===== src/sv/mch_pkg.sv =====
// Package for the magnetometer calibration and heading block.
// Holds the fixed-point formats, command and register codes and the CORDIC angle table.
// No dependencies.
package mch_pkg;

    localparam int WEIGHT_FRAC_BITS = 12;
    localparam int CORDIC_STEPS     = 16;
    localparam int CORDIC_ITERS     = (CORDIC_STEPS < 24) ? CORDIC_STEPS : 24;

    localparam int AXIS_W   = 16;
    localparam int WEIGHT_W = 16;
    localparam int PROD_W   = 34;
    localparam int SPAN_W   = 17;
    localparam int SUM_W    = 18;
    localparam int NUM_W    = SPAN_W + WEIGHT_FRAC_BITS;
    localparam int VEC_W    = 27;
    localparam int ANG_W    = 26;
    localparam int ATAN_W   = 22;
    localparam int STEP_W   = 5;
    localparam int DCNT_W   = $clog2(NUM_W + 1);

    localparam logic [WEIGHT_W-1:0] WEIGHT_ONE = WEIGHT_W'(1 << WEIGHT_FRAC_BITS);
    localparam logic [WEIGHT_W-1:0] WEIGHT_MAX = '1;

    localparam logic [2:0] FUNC_SAMPLE    = 3'd0;
    localparam logic [2:0] FUNC_START     = 3'd1;
    localparam logic [2:0] FUNC_STOP      = 3'd2;
    localparam logic [2:0] FUNC_CALIBRATE = 3'd3;
    localparam logic [2:0] FUNC_CLEAR     = 3'd4;

    localparam logic REG_NEGATE_XY      = 1'b0;
    localparam logic REG_HEADING_OFFSET = 1'b1;

    typedef logic signed [AXIS_W-1:0] axis_t;

    function automatic logic [ATAN_W-1:0] atan_entry(input logic [STEP_W-1:0] idx);
        logic [ATAN_W-1:0] r;
        unique case (idx)
            5'd0:    r = 22'd2949120;
            5'd1:    r = 22'd1740967;
            5'd2:    r = 22'd919879;
            5'd3:    r = 22'd466945;
            5'd4:    r = 22'd234379;
            5'd5:    r = 22'd117304;
            5'd6:    r = 22'd58666;
            5'd7:    r = 22'd29335;
            5'd8:    r = 22'd14668;
            5'd9:    r = 22'd7334;
            5'd10:   r = 22'd3667;
            5'd11:   r = 22'd1833;
            5'd12:   r = 22'd917;
            5'd13:   r = 22'd458;
            5'd14:   r = 22'd229;
            5'd15:   r = 22'd115;
            5'd16:   r = 22'd57;
            5'd17:   r = 22'd29;
            5'd18:   r = 22'd14;
            5'd19:   r = 22'd7;
            5'd20:   r = 22'd4;
            5'd21:   r = 22'd2;
            5'd22:   r = 22'd1;
            default: r = 22'd0;
        endcase
        return r;
    endfunction

endpackage


===== src/sv/magnetometer_calibrate_heading.sv =====
// Top level of the magnetometer calibration and heading block.
// Sequencer with one shared multiplier, one restoring divider and one CORDIC stage.
// Depends on mch_pkg.
//
// Usage: an input beat carries func and a raw sample; it is taken when in_valid is
// high and in_stall is low. Every input beat gives exactly one output beat, taken
// when out_valid is high and out_stall is low. Configuration writes use cfg_valid
// and cfg_ready (always ready); they must be made while the block is idle, which the
// block itself does not enforce. A sample passes through the shared multiplier once
// for each of the three axes and then through the CORDIC loop. A calibrate runs the
// divider, one quotient bit per cycle, for each axis whose half span is nonzero and
// shares the sign of a nonzero sum. Other commands pass through a single command state.
// One item is worked on at a time; in_stall is high while an item is in progress.
// The result sits in its own output register, so the next item is taken while an
// earlier result still waits. If the receiver stalls and a new result is ready,
// the sequencer holds until the output register frees.
// Reset clears tracking, the range, offsets, the configuration and sets all
// weights to 1.0.
module magnetometer_calibrate_heading
(
    input  logic                clk,
    input  logic                rst_n,
    input  logic                in_valid,
    output logic                in_stall,
    input  logic [2:0]          func,
    input  logic signed [15:0]  raw_x,
    input  logic signed [15:0]  raw_y,
    input  logic signed [15:0]  raw_z,
    output logic                out_valid,
    input  logic                out_stall,
    output logic signed [15:0]  cal_x,
    output logic signed [15:0]  cal_y,
    output logic signed [15:0]  cal_z,
    output logic signed [9:0]   heading_deg,
    output logic signed [15:0]  min_x,
    output logic signed [15:0]  max_x,
    output logic signed [15:0]  min_y,
    output logic signed [15:0]  max_y,
    output logic signed [15:0]  min_z,
    output logic signed [15:0]  max_z,
    output logic                span_error,
    input  logic                cfg_valid,
    output logic                cfg_ready,
    input  logic                cfg_index,
    input  logic [9:0]          cfg_data
);

    localparam logic [3:0] ST_IDLE   = 4'd0;
    localparam logic [3:0] ST_PREP   = 4'd1;
    localparam logic [3:0] ST_MUL    = 4'd2;
    localparam logic [3:0] ST_SAT    = 4'd3;
    localparam logic [3:0] ST_CINIT  = 4'd4;
    localparam logic [3:0] ST_CSTEP  = 4'd5;
    localparam logic [3:0] ST_HFIN   = 4'd6;
    localparam logic [3:0] ST_CALH   = 4'd7;
    localparam logic [3:0] ST_DSETUP = 4'd8;
    localparam logic [3:0] ST_DIV    = 4'd9;
    localparam logic [3:0] ST_DDONE  = 4'd10;
    localparam logic [3:0] ST_CMD    = 4'd11;
    localparam logic [3:0] ST_OUT    = 4'd12;

    localparam int W = mch_pkg::WEIGHT_FRAC_BITS;

    logic [3:0]                         state_reg;
    logic [2:0]                         func_reg;
    mch_pkg::axis_t                     v_reg [3];
    mch_pkg::axis_t                     min_reg [3];
    mch_pkg::axis_t                     max_reg [3];
    mch_pkg::axis_t                     off_reg [3];
    logic [mch_pkg::WEIGHT_W-1:0]       wgt_reg [3];
    mch_pkg::axis_t                     cal_reg [3];
    mch_pkg::axis_t                     h_reg [3];
    logic                               tracking_reg;
    logic                               negate_reg;
    logic signed [9:0]                  hoff_reg;
    logic [1:0]                         axis_reg;
    logic signed [mch_pkg::PROD_W-1:0]  prod_reg;
    logic signed [mch_pkg::VEC_W-1:0]   x_reg;
    logic signed [mch_pkg::VEC_W-1:0]   y_reg;
    logic signed [mch_pkg::ANG_W-1:0]   z_reg;
    logic [mch_pkg::STEP_W-1:0]         step_reg;
    logic signed [mch_pkg::SUM_W-1:0]   sum_reg;
    logic [mch_pkg::NUM_W-1:0]          num_reg;
    logic [mch_pkg::SPAN_W-1:0]         den_reg;
    logic [mch_pkg::SPAN_W-1:0]         rem_reg;
    logic [mch_pkg::DCNT_W-1:0]         dcnt_reg;
    logic                               span_reg;
    logic signed [9:0]                  head_reg;

    logic                               ovalid_reg;
    mch_pkg::axis_t                     ocal_reg [3];
    mch_pkg::axis_t                     omin_reg [3];
    mch_pkg::axis_t                     omax_reg [3];
    logic signed [9:0]                  ohead_reg;
    logic                               ospan_reg;

    logic                               in_take;
    logic                               out_free;

    logic signed [16:0]                 diff_w;
    logic signed [mch_pkg::PROD_W-1:0]  adj_w;
    logic signed [mch_pkg::PROD_W-1:0]  shr_w;
    mch_pkg::axis_t                     sat_w;
    logic signed [mch_pkg::VEC_W-1:0]   xs_w;
    logic signed [mch_pkg::VEC_W-1:0]   ys_w;
    logic signed [mch_pkg::ANG_W-1:0]   atan_w;
    logic signed [mch_pkg::ANG_W-1:0]   zadj_w;
    logic signed [9:0]                  deg_w;
    logic signed [10:0]                 hsum_w;
    logic signed [10:0]                 hrem_w;
    logic [mch_pkg::SPAN_W:0]           trial_w;
    logic                               qbit_w;
    logic [mch_pkg::SPAN_W-1:0]         sum_mag_w;
    logic [15:0]                        h_mag_w;

    assign in_stall   = (state_reg != ST_IDLE);
    assign in_take    = in_valid && (state_reg == ST_IDLE);
    assign cfg_ready  = 1'b1;
    assign out_valid  = ovalid_reg;
    assign out_free   = !ovalid_reg || !out_stall;

    assign cal_x       = ocal_reg[0];
    assign cal_y       = ocal_reg[1];
    assign cal_z       = ocal_reg[2];
    assign heading_deg = ohead_reg;
    assign min_x       = omin_reg[0];
    assign max_x       = omax_reg[0];
    assign min_y       = omin_reg[1];
    assign max_y       = omax_reg[1];
    assign min_z       = omin_reg[2];
    assign max_z       = omax_reg[2];
    assign span_error  = ospan_reg;

    always_comb
    begin
        diff_w = {v_reg[axis_reg][15], v_reg[axis_reg]}
               - {off_reg[axis_reg][15], off_reg[axis_reg]};
        adj_w  = prod_reg + ((prod_reg < 0) ? mch_pkg::PROD_W'((1 << W) - 1)
                                            : mch_pkg::PROD_W'(0));
        shr_w  = adj_w >>> W;
        if (shr_w > $signed(mch_pkg::PROD_W'(32767)))
        begin
            sat_w = 16'sh7fff;
        end
        else if (shr_w < -$signed(mch_pkg::PROD_W'(32768)))
        begin
            sat_w = 16'sh8000;
        end
        else
        begin
            sat_w = shr_w[15:0];
        end

        xs_w   = x_reg >>> step_reg;
        ys_w   = y_reg >>> step_reg;
        atan_w = $signed({{(mch_pkg::ANG_W - mch_pkg::ATAN_W){1'b0}},
                          mch_pkg::atan_entry(step_reg)});

        zadj_w = z_reg + ((z_reg < 0) ? mch_pkg::ANG_W'(65535) : mch_pkg::ANG_W'(0));
        deg_w  = zadj_w[25:16];
        if (deg_w > 10'sd180)
        begin
            deg_w = 10'sd180;
        end
        else if (deg_w < -10'sd180)
        begin
            deg_w = -10'sd180;
        end
        hsum_w = {deg_w[9], deg_w} + {hoff_reg[9], hoff_reg};
        if (hsum_w >= 11'sd360)
        begin
            hrem_w = hsum_w - 11'sd360;
        end
        else if (hsum_w <= -11'sd360)
        begin
            hrem_w = hsum_w + 11'sd360;
        end
        else
        begin
            hrem_w = hsum_w;
        end

        trial_w = {rem_reg, num_reg[mch_pkg::NUM_W-1]};
        qbit_w  = (trial_w >= {1'b0, den_reg});

        sum_mag_w = (sum_reg < 0) ? mch_pkg::SPAN_W'(-sum_reg) : mch_pkg::SPAN_W'(sum_reg);
        h_mag_w   = (h_reg[axis_reg] < 0) ? 16'(-h_reg[axis_reg]) : 16'(h_reg[axis_reg]);
    end

    always_ff @(posedge clk or negedge rst_n)
    begin
        if (!rst_n)
        begin
            state_reg    <= ST_IDLE;
            tracking_reg <= 1'b0;
            negate_reg   <= 1'b0;
            hoff_reg     <= '0;
            ovalid_reg   <= 1'b0;
            for (int a = 0; a < 3; a++)
            begin
                min_reg[a] <= '0;
                max_reg[a] <= '0;
                off_reg[a] <= '0;
                wgt_reg[a] <= mch_pkg::WEIGHT_ONE;
            end
        end
        else
        begin
            if (ovalid_reg && !out_stall)
            begin
                ovalid_reg <= 1'b0;
            end

            if (cfg_valid)
            begin
                unique case (cfg_index)
                    mch_pkg::REG_NEGATE_XY:      negate_reg <= cfg_data[0];
                    mch_pkg::REG_HEADING_OFFSET: hoff_reg   <= $signed(cfg_data);
                    default:                     negate_reg <= negate_reg;
                endcase
            end

            unique case (state_reg)
                ST_IDLE:
                begin
                    if (in_take)
                    begin
                        func_reg <= func;
                        v_reg[0] <= raw_x;
                        v_reg[1] <= raw_y;
                        v_reg[2] <= raw_z;
                        span_reg <= 1'b0;
                        head_reg <= '0;
                        for (int a = 0; a < 3; a++)
                        begin
                            cal_reg[a] <= '0;
                        end
                        priority if (func == mch_pkg::FUNC_SAMPLE)
                        begin
                            state_reg <= ST_PREP;
                        end
                        else if (func == mch_pkg::FUNC_CALIBRATE)
                        begin
                            state_reg <= ST_CALH;
                        end
                        else
                        begin
                            state_reg <= ST_CMD;
                        end
                    end
                end

                ST_PREP:
                begin
                    for (int a = 0; a < 3; a++)
                    begin
                        mch_pkg::axis_t nv;
                        nv = v_reg[a];
                        if (negate_reg && a < 2)
                        begin
                            nv = (v_reg[a] == 16'sh8000) ? 16'sh7fff : -v_reg[a];
                        end
                        v_reg[a] <= nv;
                        if (tracking_reg)
                        begin
                            if (nv < min_reg[a])
                            begin
                                min_reg[a] <= nv;
                            end
                            if (nv > max_reg[a])
                            begin
                                max_reg[a] <= nv;
                            end
                        end
                    end
                    axis_reg  <= 2'd0;
                    state_reg <= ST_MUL;
                end

                ST_MUL:
                begin
                    prod_reg  <= mch_pkg::PROD_W'(diff_w)
                               * mch_pkg::PROD_W'($signed({1'b0, wgt_reg[axis_reg]}));
                    state_reg <= ST_SAT;
                end

                ST_SAT:
                begin
                    cal_reg[axis_reg] <= sat_w;
                    if (axis_reg == 2'd2)
                    begin
                        state_reg <= ST_CINIT;
                    end
                    else
                    begin
                        axis_reg  <= axis_reg + 2'd1;
                        state_reg <= ST_MUL;
                    end
                end

                ST_CINIT:
                begin
                    step_reg <= '0;
                    x_reg    <= mch_pkg::VEC_W'(cal_reg[0]) <<< 8;
                    y_reg    <= mch_pkg::VEC_W'(cal_reg[1]) <<< 8;
                    z_reg    <= '0;
                    priority if (cal_reg[1] == 0)
                    begin
                        z_reg     <= (cal_reg[0] < 0) ? mch_pkg::ANG_W'(180 << 16)
                                                      : mch_pkg::ANG_W'(0);
                        state_reg <= ST_HFIN;
                    end
                    else if (cal_reg[0] == 0)
                    begin
                        z_reg     <= (cal_reg[1] > 0) ? mch_pkg::ANG_W'(90 << 16)
                                                      : -mch_pkg::ANG_W'(90 << 16);
                        state_reg <= ST_HFIN;
                    end
                    else if (cal_reg[0] < 0)
                    begin
                        if (cal_reg[1] >= 0)
                        begin
                            x_reg <= mch_pkg::VEC_W'(cal_reg[1]) <<< 8;
                            y_reg <= -(mch_pkg::VEC_W'(cal_reg[0]) <<< 8);
                            z_reg <= mch_pkg::ANG_W'(90 << 16);
                        end
                        else
                        begin
                            x_reg <= -(mch_pkg::VEC_W'(cal_reg[1]) <<< 8);
                            y_reg <= mch_pkg::VEC_W'(cal_reg[0]) <<< 8;
                            z_reg <= -mch_pkg::ANG_W'(90 << 16);
                        end
                        state_reg <= ST_CSTEP;
                    end
                    else
                    begin
                        state_reg <= ST_CSTEP;
                    end
                end

                ST_CSTEP:
                begin
                    if (y_reg >= 0)
                    begin
                        x_reg <= x_reg + ys_w;
                        y_reg <= y_reg - xs_w;
                        z_reg <= z_reg + atan_w;
                    end
                    else
                    begin
                        x_reg <= x_reg - ys_w;
                        y_reg <= y_reg + xs_w;
                        z_reg <= z_reg - atan_w;
                    end
                    if (step_reg == mch_pkg::STEP_W'(mch_pkg::CORDIC_ITERS - 1))
                    begin
                        state_reg <= ST_HFIN;
                    end
                    else
                    begin
                        step_reg <= step_reg + 1'b1;
                    end
                end

                ST_HFIN:
                begin
                    head_reg  <= hrem_w[9:0];
                    state_reg <= ST_OUT;
                end

                ST_CALH:
                begin
                    logic signed [16:0] d;
                    logic signed [16:0] s;
                    logic signed [16:0] hh;
                    logic signed [16:0] oo;
                    logic signed [mch_pkg::SUM_W-1:0] acc;
                    acc = '0;
                    for (int a = 0; a < 3; a++)
                    begin
                        d  = {max_reg[a][15], max_reg[a]} - {min_reg[a][15], min_reg[a]};
                        s  = {max_reg[a][15], max_reg[a]} + {min_reg[a][15], min_reg[a]};
                        hh = (d + ((d < 0) ? 17'sd1 : 17'sd0)) >>> 1;
                        oo = (s + ((s < 0) ? 17'sd1 : 17'sd0)) >>> 1;
                        h_reg[a]   <= hh[15:0];
                        off_reg[a] <= oo[15:0];
                        acc = acc + mch_pkg::SUM_W'(hh);
                    end
                    sum_reg   <= acc;
                    axis_reg  <= 2'd0;
                    state_reg <= ST_DSETUP;
                end

                ST_DSETUP:
                begin
                    priority if (h_reg[axis_reg] == 0)
                    begin
                        wgt_reg[axis_reg] <= mch_pkg::WEIGHT_MAX;
                        span_reg          <= 1'b1;
                        state_reg         <= ST_DDONE;
                    end
                    else if (sum_reg == 0 || ((sum_reg < 0) != (h_reg[axis_reg] < 0)))
                    begin
                        wgt_reg[axis_reg] <= '0;
                        state_reg         <= ST_DDONE;
                    end
                    else
                    begin
                        num_reg   <= {sum_mag_w, {W{1'b0}}};
                        den_reg   <= {1'b0, h_mag_w} + {h_mag_w, 1'b0};
                        rem_reg   <= '0;
                        dcnt_reg  <= mch_pkg::DCNT_W'(mch_pkg::NUM_W);
                        state_reg <= ST_DIV;
                    end
                end

                ST_DIV:
                begin
                    rem_reg  <= qbit_w ? mch_pkg::SPAN_W'(trial_w - {1'b0, den_reg})
                                       : trial_w[mch_pkg::SPAN_W-1:0];
                    num_reg  <= {num_reg[mch_pkg::NUM_W-2:0], qbit_w};
                    dcnt_reg <= dcnt_reg - 1'b1;
                    if (dcnt_reg == mch_pkg::DCNT_W'(1))
                    begin
                        if (|num_reg[mch_pkg::NUM_W-2:mch_pkg::WEIGHT_W-1])
                        begin
                            wgt_reg[axis_reg] <= mch_pkg::WEIGHT_MAX;
                        end
                        else
                        begin
                            wgt_reg[axis_reg] <= {num_reg[mch_pkg::WEIGHT_W-2:0], qbit_w};
                        end
                        state_reg <= ST_DDONE;
                    end
                end

                ST_DDONE:
                begin
                    if (axis_reg == 2'd2)
                    begin
                        state_reg <= ST_OUT;
                    end
                    else
                    begin
                        axis_reg  <= axis_reg + 2'd1;
                        state_reg <= ST_DSETUP;
                    end
                end

                ST_CMD:
                begin
                    unique case (func_reg)
                        mch_pkg::FUNC_START:
                        begin
                            tracking_reg <= 1'b1;
                            for (int a = 0; a < 3; a++)
                            begin
                                min_reg[a] <= 16'sh7fff;
                                max_reg[a] <= 16'sh8000;
                            end
                        end
                        mch_pkg::FUNC_STOP:
                        begin
                            tracking_reg <= 1'b0;
                        end
                        mch_pkg::FUNC_CLEAR:
                        begin
                            for (int a = 0; a < 3; a++)
                            begin
                                off_reg[a] <= '0;
                                wgt_reg[a] <= mch_pkg::WEIGHT_ONE;
                            end
                        end
                        default:
                        begin
                            tracking_reg <= tracking_reg;
                        end
                    endcase
                    state_reg <= ST_OUT;
                end

                ST_OUT:
                begin
                    if (out_free)
                    begin
                        ovalid_reg <= 1'b1;
                        ohead_reg  <= head_reg;
                        ospan_reg  <= span_reg;
                        for (int a = 0; a < 3; a++)
                        begin
                            ocal_reg[a] <= cal_reg[a];
                            omin_reg[a] <= min_reg[a];
                            omax_reg[a] <= max_reg[a];
                        end
                        state_reg <= ST_IDLE;
                    end
                end

                default:
                begin
                    state_reg <= ST_IDLE;
                end
            endcase
        end
    end

endmodule


===== config.mk =====
export PLATFORM = sky130hd
export DESIGN_NAME = magnetometer_calibrate_heading
export DESIGN_NICKNAME = d
export VERILOG_FILES = /design/src/sv/mch_pkg.sv /design/src/sv/magnetometer_calibrate_heading.sv
export SDC_FILE = /design/constraint.sdc
export NUM_CORES = 2
export LEC_CHECK = 0
export BUFFER_PORTS_ARGS = -buffer_cell sky130_fd_sc_hd__buf_2
export CAP_MARGIN = 20
export CORE_ASPECT_RATIO = 1.2
export CORE_MARGIN = 3
export CORE_UTILIZATION = 33
export DETAILED_ROUTE_END_ITERATION = 16
export PLACE_DENSITY_LB_ADDON = 0.2
export SYNTH_ARGS = -nofsm -noshare
export SYNTH_HDL_FRONTEND = slang
export SYNTH_SLANG_ARGS = --single-unit

===== constraint.sdc =====
create_clock -name clk -period 13.8 [get_ports clk]
set_input_delay 0.69 -clock clk [delete_from_list [all_inputs] [get_ports clk]]
set_output_delay 0.69 -clock clk [all_outputs]
set_load 0.02 [all_outputs]

==> flow_summary.json <==
{
  "cp.required_ns": 14.25,
  "peakVddDrop_v": 0.0005073,
  "min_period_over_period_pct": 76.84,
  "syn_area_mm2": 0.06314,
  "whs_path_depth": 1,
  "critPathLaunch": "axis_reg[1]",
  "grt-busiest-layer": "met2",
  "cpPeakStageDelay_ns": 0.79,
  "root_buffer": "clkbuf_16",
  "ys.flop_type": "edfxtp_1",
  "cts.sinks": 753,
  "r2r-end": "prod_reg[32]",
  "setup.worst_path.end": "prod_reg[32]",
  "grt_overflow": 0,
  "max_cap_violations": 0,
  "final_core_util_pct": 36.99,
  "drtPass1Iterations": 8,
  "start_util_pct": 33.26,
  "cts_tree": "done",
  "insertion_delay_ns": 0.75,
  "endpoint_kind": "flip-flop",
  "max_freq_ghz": 0.09430,
  "setup_viol": 0,
  "gp_congestion": 0.9330,
  "skew_ns": 0.04522,
  "run_status": "finished clean",
  "areaGrowthSynthToFinish_pct": 11.20,
  "grt_use_met3_pct": 2.786,
  "antenna_found_initial": 15,
  "ys_warn_count": 0,
  "hold_viol": 0,
  "p_leak_nw": 29.73,
  "rsz0062_at_grt": "no",
  "path_depth": 39,
  "htree_levels": 3,
  "grtUsageMet2_pct": 33.51,
  "wire_per_inst_um": 21.21,
  "async_flop_share_pct": 27.76,
  "yosys.area.top_type": "edfxtp_1",
  "dieWidth_um": 405.3,
  "tightest_slew_ns": 1.094,
  "synthCells": 6634,
  "worstRegToRegCells": 39,
  "grt_pass1_vias": 50305,
  "r2r-start": "axis_reg[1]",
  "crit_fanout": 36,
  "clk_pin_slew_worst_paths_ns": 0.07,
  "slew_headroom_pct": 26.31,
  "critPathLaunchType": "flip-flop",
  "seq_area_frac_synth_pct": 33.78,
  "path_common_cell": "fa_1",
  "route.detailed.drc": 0,
  "die_h_um": 485.2,
  "num_rows": 175,
  "track_usage_pct": 19.90,
  "fin_nets": 7629,
  "finalSetupTns_ns": 0,
  "cts-buffers-inserted": 89,
  "drt_iter0_markers": 3218,
  "critPathSlowestCell": "xnor2_1",
  "dieArea_mm2": 0.1966,
  "grt_max_degree": 119,
  "post-dp-hpwl_um": 155000,
  "crit_buf_inv": 5,
  "coreArea_mm2": 0.1898,
  "clock_path_buffers": 3,
  "io-pin-count": 225,
  "synth_top_area_share_pct": 24.73,
  "powerDensity_mw_per_mm2": 250.0,
  "routed_wirelength_um": 197900,
  "ff2ff_setup_slack_ns": 3.20,
  "drive_gt1_share_pct": 9.374,
  "synth_seq_cells": 753,
  "critPathTopFamily": "adder cells",
  "synth_edf_count": 520,
  "cts_resized": 0,
  "met1_usage_pct": 25.75,
  "syn_avg_cell_area_um2": 9.518,
  "worst_ep_arrival_time_ns": 11.06,
  "syn_nets": 7490,
  "holdCritPathClass": "primary input to flip-flop",
  "via_per_inst": 5.312,
  "final.min_clock_period_ns": 10.60,
  "path_class": "flip-flop to flip-flop",
  "portBuffers": 223,
  "grt_pass1_wl_um": 304000,
  "yosysUniqueCellTypes": 107,
  "detail-route-antenna-nets": 0,
  "vias": 49564,
  "drv_slew": 0,
  "netlist_top_cells_area": "edfxtp_1 (25%), ha_1 (9.6%), fa_1 (9.6%)"
}
-- area by class of cell --
cell class / instances / area [µm²]
Clock buffer: 110 / 2420
Antenna cell: 4 / 10.01
Timing Repair Buffer: 322 / 1943
Multi-Input combinational cell: 4967 / 38380
Sequential cell: 753 / 21330
Inverter: 640 / 2402
Fill cell: 19101 / 119600
Tap cell: 2478 / 3100
Clock inverter: 57 / 629.4
-- through the flow --
| stage | instance area [µm²] | std cells | setup WS, ns | hold slack (ns) | power [mW] |
|---|---|---|---|---|---|
| after floorplan | 63140 | 6634 | 1.505 | 0.3944 | 11.83 |
| after global placement | 67000 | 9148 | 3.446 | 0.4055 | 14.97 |
| after detailed placement | 67060 | 9154 | 3.267 | 0.4074 | 15.08 |
| after CTS | 70120 | 9322 | 3.212 | 0.07663 | 17.66 |
| after global routing | 70210 | 9328 | 2.367 | 0.1180 | 19.04 |
| final | 70210 | 9331 | 3.196 | 0.1601 | 17.55 |
-- worst min path at each step --
stage,start,endpoint
global placement,cal_reg[2][5],ocal_reg[0][37]
finish,raw_z[6],v_reg[2][6]
detailed placement,cal_reg[2][3],ocal_reg[0][35]
floorplan,rst_n,asynchronous set/reset pin
global route,raw_z[6],v_reg[2][6]
CTS,raw_z[6],v_reg[2][6]
-- Yosys cell counts, types with 169 or more instances --
| library cell | number |
|---|---|
| fa_1 | 303 |
| clkbuf_1 | 210 |
| nand2_1 | 595 |
| a21oi_1 | 364 |
| xnor2_1 | 334 |
| inv_1 | 633 |
| ha_1 | 486 |
| edfxtp_1 | 520 |
| xor2_1 | 169 |
| o21ai_0 | 341 |
| dfrtp_1 | 206 |
| nor2_1 | 610 |
-- routing by layer --
layer	vias up	part of all wire (%)	wire [µm]
li1	23592	-	-
met1	24424	43	85790
met2	1225	47	94010
met3	323	4.8	9559
met4	0	4.3	8588
met5	-	0	0
-- layout by cell type, fill, tap and decap left out, types with 38 or more instances in the layout --
master / netlist / layout
o21ai_0: 341 / 338
or3_1: 39 / 39
nand4_1: 42 / 42
nand3_1: 118 / 118
buf_2: 22 / 222
xnor2_1: 334 / 334
a211oi_1: 44 / 44
o211ai_1: 62 / 62
and2_1: 39 / 39
edfxtp_1: 520 / 520
xor2_1: 169 / 169
fa_1: 303 / 303
a21oi_1: 364 / 360
ha_1: 486 / 486
nand2b_1: 79 / 79
o21a_1: 64 / 64
a22o_1: 72 / 72
o21ai_1: 38 / 40
inv_1: 633 / 633
o21bai_1: 38 / 38
mux2i_1: 158 / 158
buf_4: 2 / 91
a31oi_1: 48 / 48
mux2_2: 61 / 61
o31ai_1: 54 / 54
nor3_1: 112 / 108
dfrtp_1: 206 / 206
nand2_1: 595 / 593
o2bb2ai_1: 52 / 52
and3_1: 46 / 45
a21o_1: 108 / 108
nor2_1: 610 / 604
clkbuf_16: 0 / 92
nor2b_1: 74 / 74
-- cell families (layout without fill, tap and decap cells) --
| logic type | Yosys count | in the layout | synth area share, % |
|---|---|---|---|
| and+or+nand+nor | 1903 | 1903 | 13.88 |
| AOI/OAI and AO/OA | 1506 | 1506 | 15.52 |
| buffers and inverters | 914 | 1129 | 5.616 |
| adders and majority gates | 795 | 795 | 19.33 |
| DFF | 753 | 753 | 33.78 |
| xor gates and xnor gates | 504 | 504 | 7.015 |
| muxes | 258 | 258 | 4.859 |
| other | 1 | 5 | 0.005939 |
-- power breakdown --
| group | internal [mW] | switching, mW |
|---|---|---|
| combinational | 4.32 | 6.98 |
| clock | 1.40 | 1.08 |
| sequential | 3.36 | 0.412 |
| total | 9.08 | 8.47 |
-- repair_timing --
item	in CTS	in global routing
hold buffers	1	0
endpoints found under the hold margin	44	0
setup buffers	0	0
No activity file was read; power rests on OpenSTA's default activity.
